===== src/rtl/glpf_pkg.sv =====
// Shared constants and types for the grid local peak finder.
package glpf_pkg;

  localparam int MAX_ROWS  = 32;
  localparam int MAX_COLS  = 32;
  localparam int CELL_W    = 32;
  localparam int DIM_W     = 6;
  localparam int COL_W     = $clog2(MAX_COLS);
  localparam int ROW_W     = $clog2(MAX_ROWS);
  localparam int CFG_IDX_W = 1;

  localparam logic [CFG_IDX_W-1:0] REG_GRID_ROWS = CFG_IDX_W'(0);
  localparam logic [CFG_IDX_W-1:0] REG_GRID_COLS = CFG_IDX_W'(1);

  typedef struct packed {
    logic first_col;
    logic last_col;
    logic has_up;
  } win_pos_t;

endpackage


===== src/rtl/glpf_window.sv =====
// Line delays and neighbor compare for one decided cell per beat.
module glpf_window
  import glpf_pkg::*;
(
  input  logic                     clk,
  input  logic                     advance,
  input  logic signed [CELL_W-1:0] pixel,
  input  logic        [DIM_W-1:0]  cols,
  input  win_pos_t                 pos,
  output logic                     is_peak
);

  logic signed [CELL_W-1:0] line_a [MAX_COLS];
  logic signed [CELL_W-1:0] line_b [MAX_COLS];
  logic signed [CELL_W-1:0] center;
  logic signed [CELL_W-1:0] left_val;

  logic        [DIM_W-1:0]  tap_a_full;
  logic        [DIM_W-1:0]  tap_b_full;
  logic        [COL_W-1:0]  tap_a;
  logic        [COL_W-1:0]  tap_b;
  logic signed [CELL_W-1:0] right_tap;
  logic signed [CELL_W-1:0] up_n;
  logic signed [CELL_W-1:0] left_n;
  logic signed [CELL_W-1:0] right_n;

  assign tap_a_full = cols - DIM_W'(2);
  assign tap_b_full = cols - DIM_W'(1);
  assign tap_a      = tap_a_full[COL_W-1:0];
  assign tap_b      = tap_b_full[COL_W-1:0];

  assign right_tap = (cols == DIM_W'(1)) ? pixel : line_a[tap_a];
  assign up_n      = pos.has_up    ? line_b[tap_b] : '0;
  assign left_n    = pos.first_col ? '0 : left_val;
  assign right_n   = pos.last_col  ? '0 : right_tap;

  assign is_peak = (center >= up_n) && (center >= pixel) &&
                   (center >= left_n) && (center >= right_n);

  always_ff @(posedge clk) begin
    if (advance) begin
      line_a[0] <= pixel;
      line_b[0] <= center;
      for (int i = 1; i < MAX_COLS; i++) begin
        line_a[i] <= line_a[i-1];
        line_b[i] <= line_b[i-1];
      end
      center   <= right_tap;
      left_val <= center;
    end
  end

endmodule


===== src/rtl/grid_local_peak_finder.sv =====
// Top level of the grid local peak finder: counters, config and result register.
//
// Cells arrive in raster order, one beat per clock, followed by one flush row of
// grid_cols beats whose values are ignored. Every beat from the second row on
// decides the cell one row above it and yields one result beat, in the cycle after
// acceptance, through a single result register; the input is taken in every
// cycle unless a result waits and the output stalls. Neighbors are held in two
// shift lines of MAX_COLS entries whose tap follows grid_cols, so no clearing
// pass follows reset. A register write restarts the frame.
module grid_local_peak_finder
  import glpf_pkg::*;
(
  input  logic                     clk,
  input  logic                     rst,
  input  logic                     cfg_write,
  input  logic [CFG_IDX_W-1:0]     cfg_index,
  input  logic [DIM_W-1:0]         cfg_data,
  input  logic                     cell_valid,
  output logic                     cell_stall,
  input  logic signed [CELL_W-1:0] cell_value,
  output logic                     peak_valid,
  input  logic                     peak_stall,
  output logic                     is_peak,
  output logic [ROW_W-1:0]         peak_row,
  output logic [COL_W-1:0]         peak_col,
  output logic                     frame_end
);

  logic [DIM_W-1:0] rows_reg;
  logic [DIM_W-1:0] cols_reg;
  logic [DIM_W-1:0] row_count;
  logic [COL_W-1:0] col_count;

  logic [DIM_W-1:0]         cfg_clamped;
  logic                     accept;
  logic                     flush_row;
  logic                     last_col;
  logic [DIM_W-1:0]         col_plus;
  logic [DIM_W-1:0]         row_minus;
  logic signed [CELL_W-1:0] pixel;
  logic                     win_peak;
  win_pos_t                 pos;

  always_comb begin
    if (cfg_data == '0) begin
      cfg_clamped = DIM_W'(1);
    end else if (cfg_data > DIM_W'(MAX_ROWS)) begin
      cfg_clamped = DIM_W'(MAX_ROWS);
    end else begin
      cfg_clamped = cfg_data;
    end
  end

  assign cell_stall = peak_valid && peak_stall;
  assign accept     = cell_valid && !cell_stall;
  assign flush_row  = (row_count == rows_reg);
  assign col_plus   = {1'b0, col_count} + DIM_W'(1);
  assign last_col   = (col_plus == cols_reg);
  assign row_minus  = row_count - DIM_W'(1);
  assign pixel      = flush_row ? '0 : cell_value;

  assign pos.first_col = (col_count == '0);
  assign pos.last_col  = last_col;
  assign pos.has_up    = (row_count >= DIM_W'(2));

  glpf_window u_window (
    .clk     (clk),
    .advance (accept),
    .pixel   (pixel),
    .cols    (cols_reg),
    .pos     (pos),
    .is_peak (win_peak)
  );

  always_ff @(posedge clk) begin
    if (rst) begin
      rows_reg   <= DIM_W'(MAX_ROWS);
      cols_reg   <= DIM_W'(MAX_COLS);
      row_count  <= '0;
      col_count  <= '0;
      peak_valid <= 1'b0;
    end else begin
      if (cfg_write) begin
        case (cfg_index)
          REG_GRID_ROWS: rows_reg <= cfg_clamped;
          REG_GRID_COLS: cols_reg <= (cfg_clamped > DIM_W'(MAX_COLS)) ?
                                     DIM_W'(MAX_COLS) : cfg_clamped;
          default: ;
        endcase
        row_count <= '0;
        col_count <= '0;
      end else if (accept) begin
        if (last_col) begin
          col_count <= '0;
          row_count <= flush_row ? '0 : row_count + DIM_W'(1);
        end else begin
          col_count <= col_plus[COL_W-1:0];
        end
      end
      if (accept && row_count != '0) begin
        peak_valid <= 1'b1;
      end else if (!peak_stall) begin
        peak_valid <= 1'b0;
      end
    end
  end

  always_ff @(posedge clk) begin
    if (accept && row_count != '0) begin
      is_peak   <= win_peak;
      peak_row  <= row_minus[ROW_W-1:0];
      peak_col  <= col_count;
      frame_end <= flush_row && last_col;
    end
  end

`ifndef SYNTH
  a_col_in_range: assert property (@(posedge clk) disable iff (rst)
    {1'b0, col_count} < cols_reg)
    else $error("column counter beyond grid_cols");

  a_row_in_range: assert property (@(posedge clk) disable iff (rst)
    row_count <= rows_reg)
    else $error("row counter beyond flush row");

  a_frame_end_col: assert property (@(posedge clk) disable iff (rst)
    peak_valid && frame_end |-> {1'b0, peak_col} == cols_reg - DIM_W'(1))
    else $error("frame end flagged away from last column");

  a_first_row_silent: assert property (@(posedge clk) disable iff (rst)
    accept && row_count == '0 && !peak_stall |=> !peak_valid)
    else $error("first row beat produced a result");
`endif

endmodule


===== config.mk =====
export PLATFORM = sky130hd
export DESIGN_NAME = grid_local_peak_finder
export DESIGN_NICKNAME = d
export VERILOG_FILES = /design/src/rtl/glpf_pkg.sv /design/src/rtl/glpf_window.sv /design/src/rtl/grid_local_peak_finder.sv
export SDC_FILE = /design/constraint.sdc
export NUM_CORES = 2
export LEC_CHECK = 0
export BUFFER_PORTS_ARGS = -buffer_cell sky130_fd_sc_hd__buf_4
export CELL_PAD_IN_SITES_DETAIL_PLACEMENT = 1
export CELL_PAD_IN_SITES_GLOBAL_PLACEMENT = 2
export CORE_MARGIN = 4
export CORE_UTILIZATION = 53
export CTS_BUF_LIST = sky130_fd_sc_hd__clkbuf_4
export DETAILED_ROUTE_END_ITERATION = 10
export GPL_ROUTABILITY_DRIVEN = 0
export PLACE_DENSITY = 0.79
export SYNTH_ARGS = -nofsm -noshare
export SYNTH_HDL_FRONTEND = slang
export SYNTH_SLANG_ARGS = --single-unit

===== constraint.sdc =====
create_clock -name clk -period 63.6 [get_ports clk]
set_input_delay 12.72 -clock clk [delete_from_list [all_inputs] [get_ports clk]]
set_output_delay 12.72 -clock clk [all_outputs]
set_load 0.005 [all_outputs]

==> metrics.md <==
| Metric | Value |
|---|---|
| Status | `finished clean` |
| Critical path's largest stage delay | `130 ps` |
| Largest family of logic cells by synthesized area | `multiplexers` |
| Reg-to-reg endpoint | `is_peak$_DFFE_PP_` |
| Crit path launch | `peak_stall` |
| TritonCTS clock tree | `done` |
| Initial antenna violation count | `4` |
| PwrDens | `around 33 mW/mm²` |
| CTS H-Tree Depth | `6` |
| Synth Cell Area | `roughly 0.084 mm²` |
| Worst skew pair latency | `roughly 1300 ps` |
| Multi-input logic area | `between 0.015 and 0.02 mm²` |
| Initial DRT Pass Iterations | `5` |
| Yosys warns | `0` |
| Final setup margin | `37790 ps` |
| Crit end category | `primary output` |
| RSZ-0062 raised after global routing | `no` |
| Drt wl/cell | `~25 µm` |
| Pleak | `a little over 30 nW` |
| FF/Latch Area | `about 0.063 mm²` |
| Ranking of synthesized cells by area | `edfxtp_1 75%, mux4_2 17%, ha_1 2.0%` |
| Critical path capture point | `cell_stall` |
| Slew margin rel. | `25.0%` |
| Nets | `about 4.4k` |
| Number of global-route vias before repair | `roughly 43k` |
| Post-CTS Hold Buffers | `0` |
| Die area | `between 0.15 and 0.2 mm²` |
| Area growth, synth to finish | `11.3%` |
| Final wirelength | `165 mm` |
| DRT met1 WL | `roughly 74 mm` |
| Critical Path RT | `50880 ps` |
| Sequential-to-total area share from yosys stat | `about three quarters` |
| Reg2reg path depth | `16` |
| Slew @ Worst Pin | `between 1000 and 1500 ps` |
| Via density | `~6.0` |
| Post-CTS sizing | `0` |
| Final Cycle Share | `between 40% and 50%` |
| # IOs | `a little under 60` |
| Post-Syn Instances | `between 3k and 4k` |
| Initial drt markers | `about 3.6k` |
| Cell Chain, Critical Path | `buf_4 -> nand2_1 -> inv_1 -> buf_4` |
| Die height | `between 400 and 500 µm` |
| Starting Density | `between 50% and 60%` |
| Final setup fails | `0` |
| Remaining DRCs | `0` |
| Critical Path Start Type | `input pin` |
| Worst clock skew | `96.7 ps` |
| TritonCTS Buffers | `roughly 560` |
| Final instance area | `0.0934 mm²` |
| All-Layer GR Usage | `roughly 20%` |
| Post-Synth Simple-Gate Area | `under 10%` |
| Post-synth cell types | `56` |
| Main flop type after synthesis | `edfxtp_1` |
| Vias | `39.4k` |
| Input/output buffers | `between 50 and 60` |
| Clock transition at path regs | `~70 ps` |
| Top Family by Delay on Critical Path | `buffers and inverters` |
| Pre-CTS setup slack | `37800 ps` |
| Number of cell rows | `between 100 and 150` |
| Largest net degree at the start of global routing | `roughly 180` |
| Share of the synthesized area in the top cell type | `between 70% and 80%` |
| R2R Path Start | `cols_reg[0]$_SDFFE_PP0P_` |
| Reg2reg setup slack | `55530 ps` |
| Post-Syn Nets | `3885` |
| DP HPWL | `96.0 mm` |
| Clock Tree Root | `clkbuf_4` |
| Setup TNS | `0 ps` |
| WS Path Type | `in2out` |
| Worst hold path depth | `0` |
| Min-Delay Path Class | `reg2reg` |
| Tmin final | `around 26000 ps` |
| EDFF count, synth | `about 2.1k` |
| Worst EP arrival | `~13000 ps` |
| Die Wd | `between 400 and 500 µm` |
| DR WL met3 | `between 9 and 10 mm` |
| Adder-cell area share of the yosys netlist | `under 10%` |
| Synth async-reset ratio | `0%` |
| Share of cells above drive strength 1 | `roughly 36%` |
| Final hold violation count | `0` |
| Fillers | `13.3k` |
| Longest Clk Path Bufs | `4` |
| Fmax | `slightly below 40 MHz` |
| Placed Area | `just under 0.09 mm²` |
| Proportion of synthesized area in mux cells | `17.6%` |
| Critical Path Fanout Max | `2` |
| Post-route ant nets | `0` |
| First-pass GRT wire length | `approximately 250 mm` |
| Post CTS Setup Buffer Count | `0` |
| Post-synthesis compound-gate area fraction | `under 10%` |
| Final max-slew violation count | `0` |
| Total grt overflow | `0` |
| Core area | `around 0.16 mm²` |
| Worst path depth | `4` |
| Clock Sinks | `between 2k and 2.5k` |
| Cell mode on critical path | `buf_4` |
| Largest area contributor in the netlist | `edfxtp_1` |
| Largest registers | `u_window.line_a x1024, u_window.line_b x1024, u_window.center x32` |
| CP Buf/Inv Count | `3` |
| Total chip power | `~3.0 mW` |
| Max-cap violations | `0` |
| DR top layer | `met4` |
| Synth Area per Inst | `between 20 and 25 µm²` |
| Max rail drop VDD | `0.0216 mV` |
| Synth Area in XOR/XNOR | `0.343%` |
| FF+latch count, synth | `approximately 2.1k` |
| WL met2 | `about 80 mm` |
| Max stage delay cell, worst path | `buf_4` |
[where the power goes]
group	leakage, nW	internal [mW]	switching [mW]
combinational	6.45	0.0978	0.115
sequential	20.7	1.63	0.0492
clock	4.04	0.606	0.540
total	31.2	2.34	0.705
[synthesized netlist by cell type, drive strengths merged (2+ instances only)]
cell type     n
a2111o        2
a2111oi       2
a211o         2
a211oi       35
a21boi        2
a21o         12
a21oi        94
a221o         2
a2bb2oi       2
a31oi         2
and2          3
and3          2
and4          2
buf          89
clkbuf       90
dfxtp        24
edfxtp     2092
ha          137
inv          46
mux2         31
mux2i         4
mux4        640
nand2       169
nand2b        7
nand3        18
nand3b        4
nand4        25
nor2         42
nor2b        37
nor3          5
nor3b         4
nor4          8
o211ai        2
o21a          2
o21ai        16
o21bai        2
o31ai         3
or3           2
or4           3
xnor2        18
xor2         14
[cell families after synthesis]
logic type	Yosys count
flip-flops	2116
adder cells (fa/ha/maj)	137
multiplexers	675
AO/OA/AOI/OAI	185
XOR/XNOR	32
AND/OR/NAND/NOR	334
buffers and inverters	225
[worst min path at each step]
stage	end	slack, ps	from
final	u_window.line_b[16][7]$_DFFE_PP_	360	u_window.line_b[15][7]$_DFFE_PP_
after CTS	u_window.line_b[17][6]$_DFFE_PP_	360	u_window.line_b[16][6]$_DFFE_PP_
after global placement	u_window.line_b[27][24]$_DFFE_PP_	420	u_window.line_b[26][24]$_DFFE_PP_
after floorplan	u_window.line_a[13][0]$_DFFE_PP_	420	u_window.line_a[12][0]$_DFFE_PP_
after detailed placement	u_window.line_b[6][5]$_DFFE_PP_	430	u_window.line_b[5][5]$_DFFE_PP_
after global routing	u_window.line_b[10][3]$_DFFE_PP_	350	u_window.line_b[9][3]$_DFFE_PP_
[metrics by stage]
step	util (%)	hold WS, ps	std cells
floorplan	-	421	3704
detailed placement	55.3	429	5701
global placement	55.3	423	5701
finish	59.6	361	6626
CTS	59.5	356	6622
global route	59.6	352	6624
[per-layer routing]
metal | vias up | GRT usage (%)
met5 | - | 0
li1 | 17000 | -
met1 | 20900 | 29.8
met4 | 0 | 6.22
met3 | 241 | 4.63
met2 | 1237 | 30.8
[cell usage in the layout (no fill, tap or decap), drive strengths merged, types with 7 or more instances in the layout]
cell and instances:
a211oi 35, a21o 12, a21oi 94, buf 118, clkbuf 812, clkinv 90, dfxtp 24, edfxtp 2092
ha 137, inv 58, mux2 31, mux4 640, nand2 169, nand2b 7, nand3 18, nand4 25
nor2 42, nor2b 37, nor4 8, o21ai 16, xnor2 18, xor2 14
[layout make-up]
type / instances / share of cell area, %
Clock buffer: 812 / 6.53
Inverter: 46 / 0.193
Sequential cell: 2116 / 67.8
Tap cell: 2058 / 2.76
Timing Repair Buffer: 118 / 1.06
Antenna cell: 4 / 0.0107
Clock inverter: 109 / 0.630
Multi-Input combinational cell: 1363 / 21.0
Power figures use the tool's default switching activity.
